**config.mk**
```make
export PLATFORM = sky130hd
export DESIGN_NAME = dss_acc
export DESIGN_NICKNAME = d
export VERILOG_FILES = /design/src/dss_pkg.sv /design/src/dss_acc.sv
export VERILOG_INCLUDE_DIRS = /design/src /design/src/src
export SDC_FILE = /design/constraint.sdc
export NUM_CORES = 1
export LEC_CHECK = 0
export ABC_AREA = 1
export BUFFER_PORTS_ARGS = -buffer_cell sky130_fd_sc_hd__buf_2
export CELL_PAD_IN_SITES_DETAIL_PLACEMENT = 0
export CELL_PAD_IN_SITES_GLOBAL_PLACEMENT = 2
export CORE_MARGIN = 1.5
export CORE_UTILIZATION = 30
export CTS_CLUSTER_DIAMETER = 120
export DETAILED_ROUTE_END_ITERATION = 10
export GPL_TIMING_DRIVEN = 0
export PLACE_DENSITY = 0.76
export SLEW_MARGIN = 0
export SYNTH_ARGS = -nofsm -noshare
export SYNTH_HDL_FRONTEND = slang
export SYNTH_SLANG_ARGS = --single-unit
export TNS_END_PERCENT = 20
```
**constraint.sdc**
```tcl
create_clock -name i_clk -period 4.7 [get_ports i_clk]
set_input_delay 0.94 -clock i_clk [delete_from_list [all_inputs] [get_ports i_clk]]
set_output_delay 0.94 -clock i_clk [all_outputs]
set_load 0.03 [all_outputs]
```
**src/decision_stump_search_macros.svh**
```systemverilog
// Assertion macros shared by the decision stump search RTL.
`ifndef DECISION_STUMP_SEARCH_MACROS_SVH
`define DECISION_STUMP_SEARCH_MACROS_SVH

`ifndef SYNTHESIS
// same-cycle implication
`define DSS_ASSERT_SAME(name, ante, cons, msg) \
    name: assert property (@(posedge i_clk) disable iff (!i_rst_n) (ante) |-> (cons)) \
        else $error(msg);
// next-cycle implication
`define DSS_ASSERT_NEXT(name, ante, cons, msg) \
    name: assert property (@(posedge i_clk) disable iff (!i_rst_n) (ante) |=> (cons)) \
        else $error(msg);
`else
`define DSS_ASSERT_SAME(name, ante, cons, msg)
`define DSS_ASSERT_NEXT(name, ante, cons, msg)
`endif

`endif

```
**src/dss_pkg.sv**
```systemverilog
package dss_pkg;

    localparam int MAX_POINTS  = 1024;
    localparam int COORD_BITS  = 10;
    localparam int WEIGHT_BITS = 16;

    localparam int PTR_W = (MAX_POINTS > 1) ? $clog2(MAX_POINTS) : 1;
    localparam int CNT_W = $clog2(MAX_POINTS + 1);
    localparam int CFG_W = 11;
    localparam int ERR_W = 26;
    localparam int SUM_W = WEIGHT_BITS + CNT_W;
    localparam int ACC_W = (SUM_W > ERR_W) ? SUM_W : ERR_W;
    localparam int COORD_SPAN = 1 << COORD_BITS;

    localparam logic [ERR_W-1:0] ERR_MAX = {ERR_W{1'b1}};

    typedef struct packed {
        logic [COORD_BITS-1:0]  row;
        logic [COORD_BITS-1:0]  col;
        logic                   pos;
        logic [WEIGHT_BITS-1:0] wt;
    } t_point;

    typedef enum logic [1:0] {
        ST_LOAD,
        ST_SCAN,
        ST_DRAIN,
        ST_OUT
    } t_state;

    typedef enum logic [0:0] {
        REG_ROWS_IN_USE,
        REG_COLS_IN_USE
    } t_reg_idx;

    typedef struct packed {
        logic                  start;
        logic                  rd_vld;
        logic                  cmp;
        logic                  feat;
        logic [COORD_BITS-1:0] thr;
    } t_acc_ctl;

    // last threshold for a threshold count register, clamped to 1..COORD_SPAN
    function automatic logic [COORD_BITS-1:0] thr_max(input logic [CFG_W-1:0] v);
        logic [CFG_W-1:0] c;
        begin
            if (v == '0) begin
                c = CFG_W'(1);
            end else if (v > CFG_W'(COORD_SPAN)) begin
                c = CFG_W'(COORD_SPAN);
            end else begin
                c = v;
            end
            thr_max = COORD_BITS'(c - CFG_W'(1));
        end
    endfunction

endpackage

```
**src/dss_acc.sv**
```systemverilog
`include "decision_stump_search_macros.svh"

module dss_acc (
    input  logic                           i_clk,
    input  logic                           i_rst_n,
    input  dss_pkg::t_acc_ctl              i_ctl,
    input  dss_pkg::t_point                i_point,
    output logic                           o_best_feat,
    output logic [dss_pkg::COORD_BITS-1:0] o_best_thr,
    output logic                           o_best_pos,
    output logic [dss_pkg::ACC_W-1:0]      o_best_err
);

    logic [dss_pkg::ACC_W-1:0]      r_acc0;
    logic [dss_pkg::ACC_W-1:0]      r_acc1;
    logic                           r_have;
    logic                           r_best_feat;
    logic [dss_pkg::COORD_BITS-1:0] r_best_thr;
    logic                           r_best_pos;
    logic [dss_pkg::ACC_W-1:0]      r_best_err;

    logic [dss_pkg::COORD_BITS-1:0] x;
    logic                           below;
    logic                           miss0;
    logic [dss_pkg::ACC_W-1:0]      wt_ext;
    logic                           take0;
    logic                           take1;
    logic [dss_pkg::ACC_W-1:0]      mid_err;

    // polarity 0: below predicts -1; it misses when below equals the label
    assign x      = i_ctl.feat ? i_point.col : i_point.row;
    assign below  = x < i_ctl.thr;
    assign miss0  = below == i_point.pos;
    assign wt_ext = dss_pkg::ACC_W'(i_point.wt);

    assign take0   = !r_have || (r_acc0 < r_best_err);
    assign mid_err = take0 ? r_acc0 : r_best_err;
    assign take1   = r_acc1 < mid_err;

    always_ff @(posedge i_clk) begin
        if (!i_rst_n) begin
            r_acc0 <= '0;
            r_acc1 <= '0;
            r_have <= 1'b0;
        end else begin
            if (i_ctl.start) begin
                r_have <= 1'b0;
            end else if (i_ctl.cmp) begin
                r_have <= 1'b1;
            end
            if (i_ctl.start || i_ctl.cmp) begin
                r_acc0 <= '0;
                r_acc1 <= '0;
            end else if (i_ctl.rd_vld) begin
                if (miss0) begin
                    r_acc0 <= r_acc0 + wt_ext;
                end else begin
                    r_acc1 <= r_acc1 + wt_ext;
                end
            end
        end
    end

    always_ff @(posedge i_clk) begin
        if (i_ctl.cmp) begin
            if (take1) begin
                r_best_feat <= i_ctl.feat;
                r_best_thr  <= i_ctl.thr;
                r_best_pos  <= 1'b1;
                r_best_err  <= r_acc1;
            end else if (take0) begin
                r_best_feat <= i_ctl.feat;
                r_best_thr  <= i_ctl.thr;
                r_best_pos  <= 1'b0;
                r_best_err  <= r_acc0;
            end
        end
    end

    assign o_best_feat = r_best_feat;
    assign o_best_thr  = r_best_thr;
    assign o_best_pos  = r_best_pos;
    assign o_best_err  = r_best_err;

    `DSS_ASSERT_NEXT(a_acc_clear, i_ctl.cmp, r_acc0 == '0 && r_acc1 == '0, "sums not cleared")
    `DSS_ASSERT_NEXT(a_have_set, i_ctl.cmp && !i_ctl.start, r_have, "best not marked valid")
    `DSS_ASSERT_NEXT(a_start_clear, i_ctl.start, !r_have && r_acc0 == '0, "start not cleared")

endmodule

```
==> results.yml, run 1 <==
sta:
  rsz0062_at_grt: "false"
  post-route-period-util_pct: 93.53
  fin_skew_ns: 0.01442
  max_freq_ghz: 0.2275
  setup_viol: 0
  finalHoldViolations: 0
  setup_tns_ns: 0
  hold_ws_ns: 0.5011
  tightest_slew_ns: 0.8132
  min_period_ns: 4.396
  slew_viol_final: 0
  final.setup.worst_slack_ns: 0.3041
  slew_headroom_pct: 45.79
synthesis:
  synth-edff-count: 39
  seq_area_frac_synth_pct: 29.69
  synthesis.area_um2: 7652
  async_flop_share_pct: 0
  ys.flop_type: "dfxtp_1"
  syn_area_per_cell_um2: 7.053
  ys_ff_latch: 94
  postSynthCellCount: 1085
  syn_nets: 1233
  yosys.area.top_type: "edfxtp_1"
  yosysTopAreaCellShare_pct: 15.30
  yosysWarnings: 0
  netlist_top_cells_area: "edfxtp_1 15%, ha_1 15%, dfxtp_1 14%"
  yosysUniqueCellTypes: 43
worst_setup_path:
  cp_slowest_cell: "dfxtp_1"
  path_common_cell: "nand2_1"
  cp.arrival_ns: 4.52
  crit_path_start_kind: "flip-flop"
  worstSetupPathType: "reg -> reg"
  crit_fanout: 12
  critical_path_required_ns: 4.83
  cp-end-kind: "flip-flop"
  max_stage_delay_ns: 0.51
  crit_chain: "ha_1, nand2_1, nor2_1, nand2_1, inv_1, nand2_1, nand3_1, nor2_1, nand2_2, nand2_2, buf_2, clkbuf_4, nand2_1, o21ai_1, inv_1, ha_1, nand2_1, nor3_4, nor4b_4, nand2_4, nand2_2, buf_2, a21oi_4, buf_12"
die:
  start_util_pct: 30.48
  io_pins: 92
  die_w_um: 162.7
  core-area_um2: 25110
  fp.dieH_um: 162.7
  dieArea_um2: 26470
  rows: 58
grt:
  antenna_found_initial: 0
  grt_pass1_vias: 6848
  grt_first_pass_wirelength_um: 38090
  grt.overflow.total: 0
  grt_max_degree: 31
  grt_use_total_pct: 19.07
cells_and_area:
  fin_cells: 1524
  final_layout_size_suffix_gt1_share_pct: 13.07
  fill_cells: 2854
  num-nets-final: 1337
  antenna_cells: 0
  final_area_um2: 8909
  post-route-util_pct: 35.48
  area.growth.synth_to_final_pct: 16.42
route:
  drt_pre_antenna_iters: 4
  via_count: 7093
  drt-met1-wl_um: 12200
  routed-wl-met2_um: 11210
  met3_length_um: 706
  wl_per_cell_um: 16.01
  route.detailed.drc: 0
  vias_per_cell: 4.654
  top_layer: "met4"
  dr.first_iter.drc_count: 341
  postRouteAntennaNets: 0
  wl_um: 24390
pwr:
  max-vdd-ir-drop_mv: 0.1412
  power_mw: 2.186
  power.density_nw_per_um2: 245.3
  leakage_nw: 4.465
outcome:
  status: "finished, final reports clean"
place:
  port_buffers: 91
  routabilityCongestion: 0.8134
  dp.cells: 1506
  pre_cts_ws_ns: -1.460
  dpl.hpwl_um: 20400
  placed_cell_area_um2: 8521
clock_tree:
  root_buffer: "clkbuf_16"
  cts_buffer_depth: 2
  numClockSinks: 94
  cts_htree_levels: 3
  clkTransAtPathRegs_ns: 0.08
  cts_tree: "done"
  cts_made_buffers: 9
  insertion_delay_ns: 0.36
job:
  cap_violations: 0
worst_hold_path:
  hold_path_class: "reg -> reg"
## what timing repair did
| item | 4_1_cts | 5_1_grt |
|---|---|---|
| hold buffers | 0 | 0 |
| setup buffers | 2 | 0 |
| cloned | 0 | 0 |
| resized for setup | 7 | 18 |
| endpoints found under the setup margin | 40 | 33 |
| pin swaps | 2 | 0 |
## Yosys cell counts, drive strengths merged, types with 2 or more instances
library cell and n:
xnor2 11, nor4 3, edfxtp 39, o21a 4
buf 16, ha 93, clkbuf 12, o22ai 2
or2 5, inv 154, dfxtp 55, nand4 14
o21ai 81, nor3 24, mux2 9, fa 2
a21oi 104, a21o 4, nor2 65, a31oi 4
nand2 292, xor2 25, and2 3, nand3 52
o21bai 2
## final timing paths
| kind | from | end | slack, ns | cells after the start |
|---|---|---|---|---|
| setup reg to reg | r_acc0[20]$_SDFFE_PP0P_ | o_best_thr[0]$_DFFE_PP_ | 0.30 | 24 |
| hold / removal | r_acc1[0]$_SDFFE_PP0P_ | r_acc1[0]$_SDFFE_PP0P_ | 0.50 | 2 |
| hold reg to reg | r_acc1[0]$_SDFFE_PP0P_ | r_acc1[0]$_SDFFE_PP0P_ | 0.50 | 2 |
| setup / recovery | r_acc0[20]$_SDFFE_PP0P_ | o_best_thr[0]$_DFFE_PP_ | 0.30 | 24 |
## critical path: cells and delay by family, from the launching register on
family	cells	cell delay, ns
buffers and inverters	6	0.99
adder cells (fa/ha/maj)	2	0.60
AND/OR/NAND/NOR	14	1.81
flip-flops	1	0.51
AO/OA/AOI/OAI	2	0.22
## final cells by class
| class | count | area (um^2) | area share, % |
|---|---|---|---|
| plain buffers | 28 | 163.9 | 1.840 |
| flip-flops and latches | 94 | 2272 | 25.51 |
| well taps | 330 | 412.9 | 4.635 |
| inverters | 154 | 578.1 | 6.489 |
| multi-input cells | 809 | 4698 | 52.74 |
| repair buffers | 93 | 483.0 | 5.421 |
| clock buffers | 10 | 229.0 | 2.570 |
| clock inverters | 6 | 71.32 | 0.8006 |
## report_power, final
part / switching, mW / total (mW) / leakage [nW] / internal, mW
clock network: 0.366 / 0.784 / 0.139 / 0.418
logic: 0.336 / 0.503 / 3.49 / 0.166
registers: 0.0208 / 0.899 / 0.840 / 0.878
## layer usage
| layer | global-route usage, % | vias up |
|---|---|---|
| li1 | - | 3815 |
| met4 | 4.045 | 0 |
| met1 | 26.70 | 3192 |
| met2 | 31.20 | 68 |
| met3 | 2.470 | 18 |
| met5 | 0 | - |
## layout by cell type, fill, tap and decap left out, drive strengths merged, types with 5 or more instances in the layout
| cell type | n |
|---|---|
| inv | 155 |
| or2 | 5 |
| dfxtp | 55 |
| nand3 | 52 |
| clkbuf | 21 |
| mux2 | 9 |
| buf | 110 |
| nor2 | 65 |
| a21oi | 104 |
| ha | 93 |
| o21ai | 81 |
| edfxtp | 39 |
| xnor2 | 11 |
| nand2 | 292 |
| nor3 | 24 |
| xor2 | 25 |
| nand4 | 14 |
## flip-flops by register name (all words and copies together) (netlist names)
name         count
o_best_err      27
o_best_feat      1
o_best_pos       1
o_best_thr      10
r_acc0          27
r_acc1          27
r_have           1
## cells by family after synthesis
family | Yosys count | share of synthesized area [%]
adders and majority gates | 95 | 15.73
buffers and inverters | 182 | 9.549
DFF | 94 | 29.69
xor gates and xnor gates | 36 | 4.120
AOI/OAI and AO/OA | 209 | 14.58
and+or+nand+nor | 460 | 25.00
muxes | 9 | 1.324
Power figures use the tool's default switching activity.
==> run 2: changes to the inputs <==
CORE_MARGIN = 3   (was 1.5)
clock period = 3.6 ns   (was 4.7 ns; I/O delays follow)
==> run 2 against run 1 <==
Effect of this change:
- the flow now finishes with violations (setup timing)
- register-to-register slack got worse by 0.56 ns
- clock skew fell by 0.0019 ns
- die area up 3.7%
- fmax increased by 14%
- combinational power is 49% higher
- flip-flop and latch count stayed put
- cell count increased by 1.6%
- sequential power is 30% higher
- first-iteration DRC count rose by 4.7%
- core utilization up 3.1 points
- critical path depth grew 2
- critical endpoint is now o_best_thr[7]$_DFFE_PP_
==> results.yml, run 2 (synthesis results as in run 1) <==
worst_hold_path:
  hold_path_class: "reg -> reg"
  min_path_cells: 2
cells_and_area:
  most-common-layout-cells: "278 x nand2_1, 142 x inv_1, 100 x a21oi_1"
  post-route-util_pct: 38.62
  antenna_cells: 0
  num-nets-final: 1367
  fill_cells: 2675
  final_common_cell: "nand2_1"
  final_layout_size_suffix_gt1_share_pct: 20.02
  ff_latch_area_um2: 2277
  area.growth.synth_to_final_pct: 24.54
  fin_cells: 1548
  multiInputGateArea_um2: 5014
place:
  dp.cells: 1500
  dpl.hpwl_um: 20630
  port_buffers: 91
  routabilityCongestion: 0.8374
outcome:
  status: "complete, but fails checks"
  violations: "setup timing"
pwr:
  power.combinational.fraction_pct: 26.2
  sequentialPowerShare_pct: 41.1
  leakage_nw: 4.677
  pwr-share-clk_pct: 32.7
  switchingPower_mw: 0.9572
  power.density_nw_per_um2: 299.4
  max-vdd-ir-drop_mv: 0.1775
  p_int_mw: 1.896
  sw_frac_of_total_pct: 33.55
clock_tree:
  cts_made_buffers: 9
  hold_buffers: 0
  cts_tree: "done"
  cts_buffer_depth: 2
  root_buffer: "clkbuf_16"
  insertion_delay_ns: 0.36
  cts_htree_levels: 3
  numClockSinks: 94
  clkTransAtPathRegs_ns: 0.08
die:
  io_pins: 92
  dieArea_um2: 27460
  fp.dieH_um: 165.7
  rows: 57
  core-area_um2: 24680
  start_util_pct: 31.01
  die_w_um: 165.7
grt:
  grt_pass1_vias: 7168
  antenna_found_initial: 1
  grt_use_total_pct: 18.19
  grt_max_degree: 31
  grt.overflow.total: 0
  grt_first_pass_wirelength_um: 39530
sta:
  rsz0062_at_grt: "true"
  slew_viol_final: 0
  min_period_ns: 3.854
  setup_tns_ns: -7.255
  hold_ws_ns: 0.5026
  slew_headroom_pct: 46.29
  setup_viol: 40
  final.setup.worst_slack_ns: -0.2541
  fin_skew_ns: 0.01250
  finalHoldViolations: 0
  max_freq_ghz: 0.2595
  post-route-period-util_pct: 107.1
  tightest_slew_ns: 0.8057
job:
  cap_violations: 0
route:
  via_count: 7251
  drt_pre_antenna_iters: 4
  route.detailed.drc: 0
  wl_per_cell_um: 16.26
  wl_um: 25180
  postRouteAntennaNets: 0
  vias_per_cell: 4.684
  dr.first_iter.drc_count: 357
worst_setup_path:
  path_common_cell: "nand2_2"
  critical_path_required_ns: 3.67
  crit_fanout: 7
  crit_path_start_kind: "flip-flop"
  max_stage_delay_ns: 0.40
  cp_slowest_cell: "edfxtp_1"
  cp-end-kind: "flip-flop"
  reg2reg_depth: 26
  worstSetupPathType: "reg -> reg"
  cp.arrival_ns: 3.93
-- run 2: changes by cell type in the layout (fill, tap and decap cells not counted), sizes merged --
cell	change
clkinv	+1
bufinv	-1
buf	+34
clkbuf	-4
-- run 2: per-stage QoR --
| stage | worst slack, ns | total power, mW | cell area, um^2 |
|---|---|---|---|
| floorplan | -0.2890 | 1.640 | 7714 |
| global placement | -1.250 | 1.865 | 8574 |
| detailed placement | -1.236 | 1.863 | 8574 |
| CTS | -0.3915 | 2.868 | 9216 |
| global route | -0.4565 | 3.019 | 9530 |
| finish | -0.2541 | 2.853 | 9530 |
-- run 2: layer usage --
metal	track usage, %	vias up	wire length (um)
li1	-	3880	-
met1	25.08	3246	12300
met2	30.61	107	11640
met3	2.860	18	960
met4	3.183	0	275
met5	0	-	0
-- run 2: power groups by stage --
| stage | Combinational, mW | Clock [mW] | Sequential (mW) |
|---|---|---|---|
| 2_1_floorplan | 0.401 | 0 | 1.24 |
| 3_3_place_gp | 0.667 | 0 | 1.20 |
| 3_5_place_dp | 0.664 | 0 | 1.20 |
| 4_1_cts | 0.736 | 0.958 | 1.17 |
| 5_1_grt | 0.830 | 1.01 | 1.18 |
| 6_report | 0.747 | 0.932 | 1.17 |
-- run 2: repair_timing --
action                                  4_1_cts  5_1_grt
endpoints found under the setup margin       40       40
pin swaps                                    16       29
gates resized for setup                      44       75
cloned                                        3        0
setup buffers                                20       12
-- run 2: path summary, 6_finish.rpt --
path,end,from,slack (ns)
setup / recovery,o_best_thr[7]$_DFFE_PP_,o_best_err[24]$_DFFE_PP_,-0.25
hold / removal,r_acc1[0]$_SDFFE_PP0P_,r_acc1[0]$_SDFFE_PP0P_,0.50
setup reg to reg,o_best_thr[7]$_DFFE_PP_,o_best_err[24]$_DFFE_PP_,-0.25
hold reg to reg,r_acc1[0]$_SDFFE_PP0P_,r_acc1[0]$_SDFFE_PP0P_,0.50
-- run 2: critical path, delay by kind of cell (launching register included) --
family	cells	cell delay, ns
adder cells (fa/ha/maj)	2	0.48
AND/OR/NAND/NOR	14	1.18
AO/OA/AOI/OAI	4	0.78
buffers and inverters	6	0.73
flip-flops	1	0.40
-- run 2: cell type report --
type,instances,share of cell area [%]
buffer,27,2.455
clock buffer,10,2.403
clock inverter,6,0.4858
inverter,154,6.105
multi-input combinational,809,52.61
sequential,94,23.89
tap,324,4.254
timing repair buffer,124,7.798
